File: config.mk
export PLATFORM = sky130hd
export DESIGN_NAME = page_bitmap_allocator
export DESIGN_NICKNAME = d
export VERILOG_FILES = /design/src/pba_pkg.sv /design/src/pba_datapath.sv /design/src/pba_ctrl.sv /design/src/page_bitmap_allocator.sv
export VERILOG_INCLUDE_DIRS = /design/src /design/src/src
export SDC_FILE = /design/constraint.sdc
export NUM_CORES = 2
export LEC_CHECK = 0
export BUFFER_PORTS_ARGS = -buffer_cell sky130_fd_sc_hd__buf_2
export CORE_MARGIN = 3
export CORE_UTILIZATION = 50
export CTS_BUF_LIST = sky130_fd_sc_hd__clkbuf_8 sky130_fd_sc_hd__clkbuf_16
export CTS_CLUSTER_DIAMETER = 200
export DETAILED_ROUTE_END_ITERATION = 16
export PLACE_DENSITY = 0.65
export SLEW_MARGIN = 20
export SYNTH_ARGS = -nofsm -noshare
export SYNTH_HDL_FRONTEND = slang
export SYNTH_SLANG_ARGS = --single-unit
export TNS_END_PERCENT = 5
File: constraint.sdc
create_clock -name i_clk -period 12 [get_ports i_clk]
set_clock_uncertainty 0.1 [all_clocks]
set_input_delay 2.4 -clock i_clk [delete_from_list [all_inputs] [get_ports i_clk]]
set_output_delay 2.4 -clock i_clk [all_outputs]
set_load 0.01 [all_outputs]
File: src/assert_macros.svh
// Assertion macros shared by the page bitmap allocator RTL.
// Each macro expects i_clk and i_rst_n in the scope where it is used.
`ifndef ASSERT_MACROS_SVH
`define ASSERT_MACROS_SVH

// Same-cycle implication, checked out of reset.
`define ASSERT_IMPL(label, ante, cons, msg) \
    label: assert property (@(posedge i_clk) disable iff (!i_rst_n) (ante) |-> (cons)) \
        else $error(msg);

// Next-cycle implication, checked out of reset.
`define ASSERT_NEXT(label, ante, cons, msg) \
    label: assert property (@(posedge i_clk) disable iff (!i_rst_n) (ante) |=> (cons)) \
        else $error(msg);

`endif

File: src/pba_pkg.sv
// Package for the page bitmap allocator: sizes, codes, controller/datapath structs.
// No dependencies.
package pba_pkg;

    localparam int ADDR_W     = 32;
    localparam int COUNT_W    = 13;
    localparam int PAGE_SHIFT = 12;
    localparam int POOL_PAGES = 4096;
    localparam int WORD_BITS  = 32;   // bitmap row width; POOL_PAGES is a multiple of it
    localparam int ROWS       = POOL_PAGES / WORD_BITS;
    localparam int ROW_W      = $clog2(ROWS);
    localparam int BIT_W      = $clog2(WORD_BITS);
    localparam int IDX_W      = ROW_W + BIT_W;
    localparam int OFF_W      = ADDR_W - PAGE_SHIFT;
    localparam int STATUS_W   = 2;
    localparam int S_TDATA_W  = ((COUNT_W + ADDR_W + 7) / 8) * 8;
    localparam int M_TDATA_W  = ((ADDR_W + STATUS_W + 7) / 8) * 8;

    localparam logic KIND_ALLOC = 1'b0;
    localparam logic KIND_FREE  = 1'b1;

    typedef enum logic [STATUS_W-1:0] {
        STS_OK       = 2'd0,
        STS_NO_PAGES = 2'd1,
        STS_BAD_FREE = 2'd2,
        STS_HALTED   = 2'd3
    } t_status;

    typedef enum logic [3:0] {
        ST_CLEAR,
        ST_IDLE,
        ST_DECODE,
        ST_A_READ,
        ST_A_LOAD,
        ST_A_FIND,
        ST_F_READ,
        ST_F_WRITE,
        ST_RESULT
    } t_state;

    typedef struct packed {
        logic    capture;      // latch request fields
        logic    row_clr;
        logic    row_inc;
        logic    wr_zero;      // clear pass write
        logic    word_load;    // working word from read data
        logic    take;         // mark lowest free bit of working word
        logic    wr_word;      // write back working word
        logic    wr_free;      // clear one bit at the free row
        logic    set_halt;
        logic    status_load;
        t_status status_val;
        logic    out_load;
    } t_cmd;

    typedef struct packed {
        logic halted;
        logic kind;
        logic free_ok;
        logic word_full;
        logic last_row;
        logic last_take;
        logic out_free;
    } t_sts;

    // Position of the lowest zero bit; 0 when none (caller checks for full word).
    function automatic logic [BIT_W-1:0] first_zero(input logic [WORD_BITS-1:0] w);
        logic [BIT_W-1:0] pos;
        pos = '0;
        for (int i = WORD_BITS - 1; i >= 0; i--) begin
            if (!w[i]) begin
                pos = BIT_W'(i);
            end
        end
        return pos;
    endfunction

endpackage

File: src/pba_datapath.sv
// Datapath of the page bitmap allocator: bitmap memory, scan registers, result register.
// Depends on pba_pkg and assert_macros.svh; driven by pba_ctrl.
`include "assert_macros.svh"

module pba_datapath
    import pba_pkg::*;
(
    input  logic                 i_clk,
    input  logic                 i_rst_n,
    input  t_cmd                 i_cmd,
    output t_sts                 o_sts,
    input  logic                 i_cfg_valid,
    input  logic [ADDR_W-1:0]    i_cfg_data,
    input  logic                 i_kind,
    input  logic [COUNT_W-1:0]   i_count,
    input  logic [ADDR_W-1:0]    i_free_addr,
    input  logic                 i_m_tready,
    output logic                 o_m_tvalid,
    output logic [M_TDATA_W-1:0] o_m_tdata
);

    // bitmap, one row of WORD_BITS page flags per entry
    logic [WORD_BITS-1:0] r_mem [ROWS];
    logic [WORD_BITS-1:0] r_rd;

    logic [ADDR_W-1:0]    r_base;
    logic                 r_kind;
    logic [COUNT_W-1:0]   r_count;
    logic [ADDR_W-1:0]    r_addr;
    logic [ROW_W-1:0]     r_row;
    logic [WORD_BITS-1:0] r_word;
    logic [COUNT_W-1:0]   r_taken;
    logic [IDX_W-1:0]     r_first;
    t_status              r_status;
    logic                 r_halted;
    logic                 r_out_valid;
    logic [M_TDATA_W-1:0] r_out_data;

    logic [ADDR_W-1:0]    w_pool_base;
    logic [ADDR_W-1:0]    w_diff;
    logic [OFF_W-1:0]     w_off;
    logic                 w_free_ok;
    logic [ROW_W-1:0]     w_free_row;
    logic [BIT_W-1:0]     w_free_bit;
    logic [ROW_W-1:0]     w_rd_addr;
    logic [BIT_W-1:0]     w_pos;
    logic [WORD_BITS-1:0] w_mask;
    logic [COUNT_W-1:0]   w_count_eff;
    logic                 w_we;
    logic [ROW_W-1:0]     w_waddr;
    logic [WORD_BITS-1:0] w_wdata;
    logic [ADDR_W-1:0]    w_out_addr;

    assign w_pool_base = {r_base[ADDR_W-1:PAGE_SHIFT], PAGE_SHIFT'(0)};
    assign w_diff      = r_addr - w_pool_base;
    assign w_off       = w_diff[ADDR_W-1:PAGE_SHIFT];
    assign w_free_ok   = (r_addr >= w_pool_base) && (w_off < OFF_W'(POOL_PAGES));
    assign w_free_row  = w_off[IDX_W-1:BIT_W];
    assign w_free_bit  = w_off[BIT_W-1:0];
    assign w_rd_addr   = (r_kind == KIND_FREE) ? w_free_row : r_row;

    assign w_pos       = first_zero(r_word);
    assign w_mask      = WORD_BITS'(1) << w_pos;
    assign w_count_eff = (r_count == '0) ? COUNT_W'(1) : r_count;

    always_comb begin
        w_we    = i_cmd.wr_zero | i_cmd.wr_word | i_cmd.wr_free;
        w_waddr = i_cmd.wr_free ? w_free_row : r_row;
        if (i_cmd.wr_free) begin
            w_wdata = r_rd & ~(WORD_BITS'(1) << w_free_bit);
        end else if (i_cmd.wr_word) begin
            w_wdata = r_word | (i_cmd.take ? w_mask : '0);
        end else begin
            w_wdata = '0;
        end
    end

    always_ff @(posedge i_clk) begin
        if (w_we) begin
            r_mem[w_waddr] <= w_wdata;
        end
        r_rd <= r_mem[w_rd_addr];
    end

    // request fields and scan payload
    always_ff @(posedge i_clk) begin
        if (i_cmd.capture) begin
            r_kind  <= i_kind;
            r_count <= i_count;
            r_addr  <= i_free_addr;
        end
        if (i_cmd.word_load) begin
            r_word <= r_rd;
        end else if (i_cmd.take) begin
            r_word <= r_word | w_mask;
        end
        if (i_cmd.capture) begin
            r_taken <= '0;
        end else if (i_cmd.take) begin
            r_taken <= r_taken + COUNT_W'(1);
        end
        if (i_cmd.take && (r_taken == '0)) begin
            r_first <= {r_row, w_pos};
        end
        if (i_cmd.status_load) begin
            r_status <= i_cmd.status_val;
        end
    end

    always_ff @(posedge i_clk) begin
        if (!i_rst_n) begin
            r_base   <= '0;
            r_row    <= '0;
            r_halted <= 1'b0;
        end else begin
            if (i_cfg_valid) begin
                r_base <= i_cfg_data;
            end
            if (i_cmd.row_clr) begin
                r_row <= '0;
            end else if (i_cmd.row_inc) begin
                r_row <= r_row + ROW_W'(1);
            end
            if (i_cmd.set_halt) begin
                r_halted <= 1'b1;
            end
        end
    end

    // result register
    assign w_out_addr = ((r_status == STS_OK) && (r_kind == KIND_ALLOC))
                      ? w_pool_base + (ADDR_W'(r_first) << PAGE_SHIFT) : '0;

    always_ff @(posedge i_clk) begin
        if (!i_rst_n) begin
            r_out_valid <= 1'b0;
        end else if (i_cmd.out_load) begin
            r_out_valid <= 1'b1;
        end else if (i_m_tready) begin
            r_out_valid <= 1'b0;
        end
    end

    always_ff @(posedge i_clk) begin
        if (i_cmd.out_load) begin
            r_out_data <= M_TDATA_W'({r_status, w_out_addr});
        end
    end

    assign o_m_tvalid = r_out_valid;
    assign o_m_tdata  = r_out_data;

    assign o_sts.halted    = r_halted;
    assign o_sts.kind      = r_kind;
    assign o_sts.free_ok   = w_free_ok;
    assign o_sts.word_full = &r_word;
    assign o_sts.last_row  = (r_row == ROW_W'(ROWS - 1));
    assign o_sts.last_take = ((r_taken + COUNT_W'(1)) == w_count_eff);
    assign o_sts.out_free  = !r_out_valid || i_m_tready;

    `ASSERT_NEXT(a_halt_sticky, r_halted, r_halted, "halted flag dropped without reset")
    `ASSERT_IMPL(a_no_overrun, i_cmd.out_load, !r_out_valid || i_m_tready, "result overwritten")
    `ASSERT_IMPL(a_take_has_room, i_cmd.take, !(&r_word), "page taken from a full row")

endmodule

File: src/pba_ctrl.sv
// Controller of the page bitmap allocator: clear pass, request decode, scan sequencing.
// Depends on pba_pkg and assert_macros.svh; commands pba_datapath.
`include "assert_macros.svh"

module pba_ctrl
    import pba_pkg::*;
(
    input  logic i_clk,
    input  logic i_rst_n,
    input  logic i_s_tvalid,
    output logic o_s_tready,
    input  t_sts i_sts,
    output t_cmd o_cmd
);

    t_state r_state;
    t_state n_state;

    always_ff @(posedge i_clk) begin
        if (!i_rst_n) begin
            r_state <= ST_CLEAR;
        end else begin
            r_state <= n_state;
        end
    end

    always_comb begin
        n_state    = r_state;
        o_cmd      = '0;
        o_s_tready = 1'b0;
        case (r_state)
            ST_CLEAR: begin
                o_cmd.wr_zero = 1'b1;
                o_cmd.row_inc = 1'b1;
                if (i_sts.last_row) begin
                    n_state = ST_IDLE;
                end
            end
            ST_IDLE: begin
                o_s_tready = 1'b1;
                if (i_s_tvalid) begin
                    o_cmd.capture = 1'b1;
                    o_cmd.row_clr = 1'b1;
                    n_state       = ST_DECODE;
                end
            end
            ST_DECODE: begin
                if (i_sts.halted) begin
                    o_cmd.status_load = 1'b1;
                    o_cmd.status_val  = STS_HALTED;
                    n_state           = ST_RESULT;
                end else if (i_sts.kind == KIND_ALLOC) begin
                    n_state = ST_A_READ;
                end else if (i_sts.free_ok) begin
                    n_state = ST_F_READ;
                end else begin
                    o_cmd.status_load = 1'b1;
                    o_cmd.status_val  = STS_BAD_FREE;
                    n_state           = ST_RESULT;
                end
            end
            ST_A_READ: begin
                n_state = ST_A_LOAD;
            end
            ST_A_LOAD: begin
                o_cmd.word_load = 1'b1;
                n_state         = ST_A_FIND;
            end
            ST_A_FIND: begin
                if (i_sts.word_full) begin
                    o_cmd.wr_word = 1'b1;
                    if (i_sts.last_row) begin
                        o_cmd.set_halt    = 1'b1;
                        o_cmd.status_load = 1'b1;
                        o_cmd.status_val  = STS_NO_PAGES;
                        n_state           = ST_RESULT;
                    end else begin
                        o_cmd.row_inc = 1'b1;
                        n_state       = ST_A_READ;
                    end
                end else begin
                    o_cmd.take = 1'b1;
                    if (i_sts.last_take) begin
                        o_cmd.wr_word     = 1'b1;
                        o_cmd.status_load = 1'b1;
                        o_cmd.status_val  = STS_OK;
                        n_state           = ST_RESULT;
                    end
                end
            end
            ST_F_READ: begin
                n_state = ST_F_WRITE;
            end
            ST_F_WRITE: begin
                o_cmd.wr_free     = 1'b1;
                o_cmd.status_load = 1'b1;
                o_cmd.status_val  = STS_OK;
                n_state           = ST_RESULT;
            end
            ST_RESULT: begin
                if (i_sts.out_free) begin
                    o_cmd.out_load = 1'b1;
                    n_state        = ST_IDLE;
                end
            end
            default: begin
                n_state = ST_IDLE;
            end
        endcase
    end

    `ASSERT_IMPL(a_free_in_pool, r_state == ST_F_WRITE, (i_sts.kind == KIND_FREE) && i_sts.free_ok, "free write outside pool")
    `ASSERT_NEXT(a_halt_reports, o_cmd.set_halt, r_state == ST_RESULT, "halt without result")

endmodule

File: src/page_bitmap_allocator.sv
// Page bitmap allocator: after reset a clearing pass zeroes every row, no request taken.
// Allocate of N pages: one page per cycle while the row read has a free bit; each full
// row is read in turn from the single read port of the 128 x 32 bitmap. Free: row read,
// one bit cleared. One request at a time; a result waits in the output register.
// Reset (i_rst_n, synchronous, active low) clears base, halted flag and all page flags.
// Depends on pba_pkg, pba_ctrl, pba_datapath.

module page_bitmap_allocator
    import pba_pkg::*;
(
    input  logic                 i_clk,
    input  logic                 i_rst_n,
    // configuration: pool base address, low twelve bits ignored
    input  logic                 i_cfg_valid,
    output logic                 o_cfg_ready,
    input  logic [ADDR_W-1:0]    i_cfg_data,
    // request stream
    input  logic                 i_s_axis_tvalid,
    output logic                 o_s_axis_tready,
    input  logic [S_TDATA_W-1:0] i_s_axis_tdata,  // page_count[12:0], free_address[44:13]
    input  logic                 i_s_axis_tuser,  // kind: 0 allocate, 1 free
    // result stream
    output logic                 o_m_axis_tvalid,
    input  logic                 i_m_axis_tready,
    output logic [M_TDATA_W-1:0] o_m_axis_tdata   // page_address[31:0], status[33:32]
);

    t_cmd w_cmd;
    t_sts w_sts;

    // user changes base register only while idle, not enforced; writes always taken
    assign o_cfg_ready = 1'b1;

    pba_ctrl u_ctrl (
        .i_clk      (i_clk),
        .i_rst_n    (i_rst_n),
        .i_s_tvalid (i_s_axis_tvalid),
        .o_s_tready (o_s_axis_tready),
        .i_sts      (w_sts),
        .o_cmd      (w_cmd)
    );

    pba_datapath u_datapath (
        .i_clk       (i_clk),
        .i_rst_n     (i_rst_n),
        .i_cmd       (w_cmd),
        .o_sts       (w_sts),
        .i_cfg_valid (i_cfg_valid),
        .i_cfg_data  (i_cfg_data),
        .i_kind      (i_s_axis_tuser),
        .i_count     (i_s_axis_tdata[COUNT_W-1:0]),
        .i_free_addr (i_s_axis_tdata[COUNT_W+ADDR_W-1:COUNT_W]),
        .i_m_tready  (i_m_axis_tready),
        .o_m_tvalid  (o_m_axis_tvalid),
        .o_m_tdata   (o_m_axis_tdata)
    );

endmodule

# [Word level (Yosys, flattened, before mapping)]
# Memories as Yosys holds them, arrays and structs flattened. A register that Yosys moved wholly into a read port is not among the register bits.
# Index checks and enable logic that the tools add are counted.
[op_classes] add_sub_neg=4 order_cmp=2 n_eq_ne=14 n_shift=2 mux=78 bitwise=8 n_reduce_logical=14
[ops] cell="$mux W32" count=5
[ops] cell="$mux W5" count=32
[ops] cell="$or A32 B32 Y32" count=2
[ops] cell="$shl A1 B5 Y32 const A" count=2
[ops] cell="$mux W4" count=10
[ops] cell="$pmux W4 S9" count=1
[ops] cell="$add A32 B24 Y32" count=1
[ops] cell="$and A32 B32 Y32" count=1
[ops] cell="$ge A32 B32 Y1" count=1
[ops] cell="$not A32 Y32" count=1
[ops] cell="$reduce_and A32 Y1" count=1
[ops] cell="$sub A32 B32 Y32" count=1
[ops] cell="$logic_not A13 Y1" count=2
[ops] cell="$lt A20 B13 Y1 const B" count=1
[ops] cell="$mux W1" count=17
[ops] cell="$eq A4 B3 Y1 const B" count=4
[ops] cell="$mux W3" count=5
[ops] cell="$mux W7" count=2
[ops] cell="$add A13 B1 Y13 const B" count=1
[ops] cell="$eq A13 B13 Y1" count=1
[ops] cell="$mux W13" count=1
[ops] cell="$pmux W3 S3" count=1
[ops] cell="$eq A4 B2 Y1 const B" count=2
[ops] cell="$add A7 B1 Y7 const B" count=1
[ops] cell="other kinds (18)" count=26
[word_totals] regBits=184 ram_bits=4096 inputBits=86 output_inout_bits=43 elab_cells=137 n_memories=1
[mem_list] memory="u_datapath.r_mem" depth=128 word_bits=32 rd=1 rd_ports_with_merged_regs=1 wr=1 line="pba_datapath.sv:23" rtl="logic [WORD_BITS-1:0] r_mem [ROWS];"

# [Logic depth before layout (Yosys ltp)]
[logic_depth] word_depth=37 depth_mapped=18 depth_no_buf=14

# [Hierarchy]
# A second synthesis with hierarchy kept.
[hier_totals] cells_unflattened=13132 area_unflattened_um2=171344.3
[modules_own_cells] mod="pba_datapath" n_inst=1 cells_each=13069 area_per_inst_um2=170900.2
[modules_own_cells] mod="pba_ctrl" n_inst=1 cells_each=61 area_per_inst_um2=432.9
[modules_own_cells] mod="page_bitmap_allocator" n_inst=1 cells_each=2 area_per_inst_um2=11.3

# [Worst setup path before layout]
# Ideal clock, no wire load.
[synth_path] path_type="reg-to-reg" startpoint="register u_datapath.r_word[31]" endpoint="memory u_datapath.r_mem[0][25] (data pin)" setup_time_ns=1.197 arrival_ns=7.533 t_required_ns=10.703 slack_ns=3.170 stages_incl_launch_ff=12 period_less_slack_ns=8.830 cell_sequence="edfxtp_1 -> nand2b_1 -> a21boi_0 -> o21ai_0 -> a21boi_1 -> o221ai_1 -> a41o_1 -> a221o_1 -> clkbuf_1 -> a2111oi_0 -> a21oi_1 -> o21ai_0"
[synth_between] elab_chain_len=37 elab_cells_between_ends=41 classes_between="shift (1); mux (38); bitwise (1); reduce/logical (1)"
[synth_rtl] item="start, declared" line="pba_datapath.sv:31" rtl="logic [WORD_BITS-1:0] r_word;"
[synth_rtl] item="start signal, assigned" line="pba_datapath.sv:93" rtl="r_word <= r_rd;"
[synth_rtl] item="start signal, assigned" line="pba_datapath.sv:95" rtl="r_word <= r_word | w_mask;"
[synth_rtl] item="$mux W5 (32 in a row)" line="pba_pkg.sv:71" rtl="if (!w[i]) begin"
[synth_rtl] item="$shl A1 B5 Y32" line="pba_datapath.sv:63" rtl="assign w_mask = WORD_BITS'(1) << w_pos;"
[synth_rtl] item="$mux W32" line="pba_datapath.sv:72" rtl="w_wdata = r_word | (i_cmd.take ? w_mask : '0);"
[synth_rtl] item="$or A32 B32 Y32" line="pba_datapath.sv:72"
[synth_rtl] item="$mux W32 (*)" line="pba_datapath.sv:71" rtl="end else if (i_cmd.wr_word) begin"
[synth_rtl] item="$mux W32 (*)" line="pba_datapath.sv:69" rtl="if (i_cmd.wr_free) begin"
[synth_rtl] item="net u_datapath.w_wdata[25]" line="pba_datapath.sv:51" rtl="logic [WORD_BITS-1:0] w_wdata;"
[synth_rtl] item="end, declared" line="pba_datapath.sv:23"
# Mark *: on every way through the listed nets, which the timed path passes. The rest lies on a longest branch.

# [Worst setup path after layout]
[layout_path] startpoint="register u_datapath.r_base[13]" endpoint="register u_datapath.r_rd[2] (read register of u_datapath.r_mem)"
[layout_between] elab_chain_len=2
[layout_rtl] item="start, declared" line="pba_datapath.sv:26" rtl="logic [ADDR_W-1:0] r_base;"
[layout_rtl] item="start signal, assigned" line="pba_datapath.sv:117" rtl="r_base <= i_cfg_data;"
[layout_rtl] item="$sub A32 B32 Y32" line="pba_datapath.sv:55" rtl="assign w_diff = r_addr - w_pool_base;"
[layout_rtl] item="$mux W7" line="pba_datapath.sv:60" rtl="assign w_rd_addr = (r_kind == KIND_FREE) ? w_free_row : r_row;"
[layout_rtl] item="end, declared" line="pba_datapath.sv:24" rtl="logic [WORD_BITS-1:0] r_rd;"
# No other way between the ends.
# A chain may end at the register's enable or synchronous reset.

==> results.yml <==
global_routing:
  grt_start_max_net_pins: 174
  grt_pass1_vias: 100450
  grt_pass1_wl_mm: 693
  grt.total_usage_pct: 27.3
  antenna_found_initial: 34
  grt.overflow.total: 0
floorplan:
  std_cell_rows: 213
  fp.dieW_um: 589
  ios: 129
  dieArea_um2: 347000
  core_area_um2: 338000
  initial_core_util_pct: 50.3
  die_y_um: 589
setup_path:
  crit_path_end_kind: "register"
  crit_top_cell: "buf_4"
  cp_slowest_cell: "a2111oi_1"
  worst_setup_path_start_kind: "register"
  cp_data_arrival_time_ps: 7770
  cp_num_buf_inv: 3
  crit_chain: "inv_1 -> ha_1 -> and2b_1 -> o21ai_2 -> a211o_1 -> a21oi_1 -> or3_4 -> buf_4 -> buf_4 -> a31oi_1 -> a2111oi_1 -> nand4_1 -> nor4_2"
  path_class: "register to register"
  crit_fanout: 52
  cp.required_ps: 12760
  cp_top_family: "compound AO/OA/AOI/OAI gates"
  slowest_delay_ps: 1280
timing:
  relSlewSlack_pct: 11.3
  hold_viol: 0
  tns_ps: 0
  fin_crit_ps: 7010
  rsz0062_at_grt: "no"
  worstMarginPinSlew_ps: 1330
  setup_viol: 0
  min_period_over_period_pct: 58.4
  drv_slew: 0
  max_freq_ghz: 0.143
place:
  gp_congestion: 0.910
  dpl.hpwl_mm: 275
  post_dp_cell_area_um2: 178000
  dp.cells: 16199
  io_buffer_count: 94
pwr:
  total_power_w: 0.0310
  p_per_area_nw_per_um2: 161
  p_leak_nw: 68.5
  max-vdd-ir-drop_mv: 0.117
synth:
  ys_types: 80
  muxShareOfSynthArea_pct: 3.69
  synth_top_area_cell: "edfxtp_1"
  synth.top_cell.area_share_pct: 74.4
  syn-instance-count: 12031
  synth-edff-count: 4210
  synth-simple-area-share_pct: 11.5
  synth_top_family_by_area: "simple AND/OR/NAND/NOR gates"
  yosys-top-cells-area: "edfxtp_1 74%, nand2_1 6.0%, mux2i_1 3.6%, nand3_1 2.9%, a21oi_1 1.5%"
  ys_seq_elements: 4288
  syn_area_per_cell_um2: 14.1
  synthXorXnorAreaFrac_pct: 0.273
  synthArstFlopShare_pct: 0
  yosysWarnings: 0
  yosys.area_share.adder_pct: 0.281
  synth-compound-area-share_pct: 6.86
  ys_seq_area_share_pct: 75.3
  synth_flop_cell: "edfxtp_1"
  synth_area_um2: 170000
finish:
  areaGrowthSynthToFinish_pct: 13.0
  fill_cells: 25759
  multiInputGateArea_um2: 40100
  regArea_um2: 128000
  finalNetCount: 12233
  drive_gt1_share_pct: 10.8
  layout_commonest_cell: "edfxtp_1"
  fin_cells: 16998
  fin_area_um2: 192000
  layout.cells.most_common_list: "4210 x edfxtp_1, 2709 x nand2_1, 970 x nand3_1"
clocking:
  clock-sinks: 4288
  cts_resized: 0
  cts_setup_buffers: 0
  clk_latency_ps: 980
  numCtsBuffers: 419
  hold_buffers: 0
  root_buffer: "clkbuf_16"
  clk_pin_slew_ps: 60
  cts-htree-levels: 5
  cts_max_path_buffers: 4
  cts_tree: "yes"
drt:
  post_drt_wl_per_cell_um: 28.7
  first_pass_iters: 7
  ant_nets: 0
  wl_mm: 488
  vias_per_cell: 6.24
  drc: 0
  vias: 106021
  drt_iter0_drc: 14420
status:
  status: "finished, final reports clean"
worst_hold_path:
  worstHoldPathType: "register to register"
flow_run:
  cap_viol_max_count: 0
==> cells in the mapped netlist (41+ instances only) <==
master,count
buf_2,213
nor3_1,88
a311oi_1,63
a21oi_1,508
and3_1,108
a32oi_1,249
nand3_1,971
clkbuf_1,465
o22ai_1,137
inv_1,59
nor2_1,356
nand4_1,81
o211ai_1,41
nor4_1,50
nand2_1,2718
buf_1,83
a311o_1,62
o21ai_0,129
edfxtp_1,4210
a221oi_1,143
dfxtp_1,78
mux2i_1,618
a31oi_1,149
==> registers in the layout, indices dropped and copies added (netlist names) <==
register and flops:
u_ctrl.r_state 4, u_datapath.r_halted 1, u_datapath.r_taken 13, u_datapath.r_addr 32, u_datapath.r_mem 4096, u_datapath.r_rd 32, u_datapath.r_count 13, u_datapath.r_status 2
u_datapath.o_m_tdata 22, u_datapath.r_kind 1, u_datapath.r_first 12, u_datapath.o_m_tvalid 1, u_datapath.r_row 7, u_datapath.r_word 32, u_datapath.r_base 20
==> cell families after synthesis <==
kind of cell / after synthesis
AO/OA/AOI/OAI: 1655
buffers and inverters: 858
flip-flops: 4288
multiplexers: 625
adder cells (fa/ha/maj): 37
AND/OR/NAND/NOR: 4513
other: 2
XOR/XNOR: 53
==> final timing paths <==
kind | from | endpoint | slack, ps | depth (start not counted)
worst min register to register | u_datapath.r_taken[1] | u_datapath.r_taken[1] | 400 | 2
worst min-delay path | u_datapath.r_taken[1] | u_datapath.r_taken[1] | 400 | 2
worst max register to register | u_datapath.r_base[13] | u_datapath.r_rd[2] | 4990 | 13
worst max-delay path | u_datapath.r_base[13] | u_datapath.r_rd[2] | 4990 | 13
==> worst register-to-register path, stage by stage (launching register included) <==
cell	delay, ps
dfxtp_1	360
inv_1	120
ha_1	380
and2b_1	240
o21ai_2	130
a211o_1	310
a21oi_1	750
or3_4	600
buf_4	490
buf_4	650
a31oi_1	520
a2111oi_1	1280
nand4_1	650
nor4_2	320
==> metal layers <==
layer / vias to the layer above / global-route usage [%] / share of wire (%) / wire length, µm
li1: 45749 / - / - / -
met1: 53430 / 38.8 / 40 / 193000
met2: 5958 / 40.8 / 44 / 216000
met3: 868 / 6.51 / 12 / 56100
met4: 16 / 11.3 / 4.5 / 22000
met5: - / 0 / 0.071 / 345
==> stage by stage <==
step	hold WS (ps)	setup WS [ps]	utilization (%)
6_report	404	4990	56.9
4_1_cts	408	5160	56.8
3_3_place_gp	377	5300	52.3
3_5_place_dp	400	5230	52.8
2_1_floorplan	317	3170	-
5_1_grt	440	5000	56.9
==> report_power, final <==
group / total (W) / internal (W) / switching, W
Combinational: 0.00164 / 0.000424 / 0.00121
Sequential: 0.0163 / 0.0163 / 0.0000698
Clock: 0.0130 / 0.00744 / 0.00557
==> area by class of cell <==
class	count	area share (%)
flip-flops and latches	4288	66.6
multi-input cells	6902	20.9
clock buffers	438	5.64
well taps	4515	2.94
repair buffers	440	2.29
clock inverters	344	1.47
inverters	59	0.115
diodes	12	0.0156
Note: power is estimated with default switching activity, not from simulation.
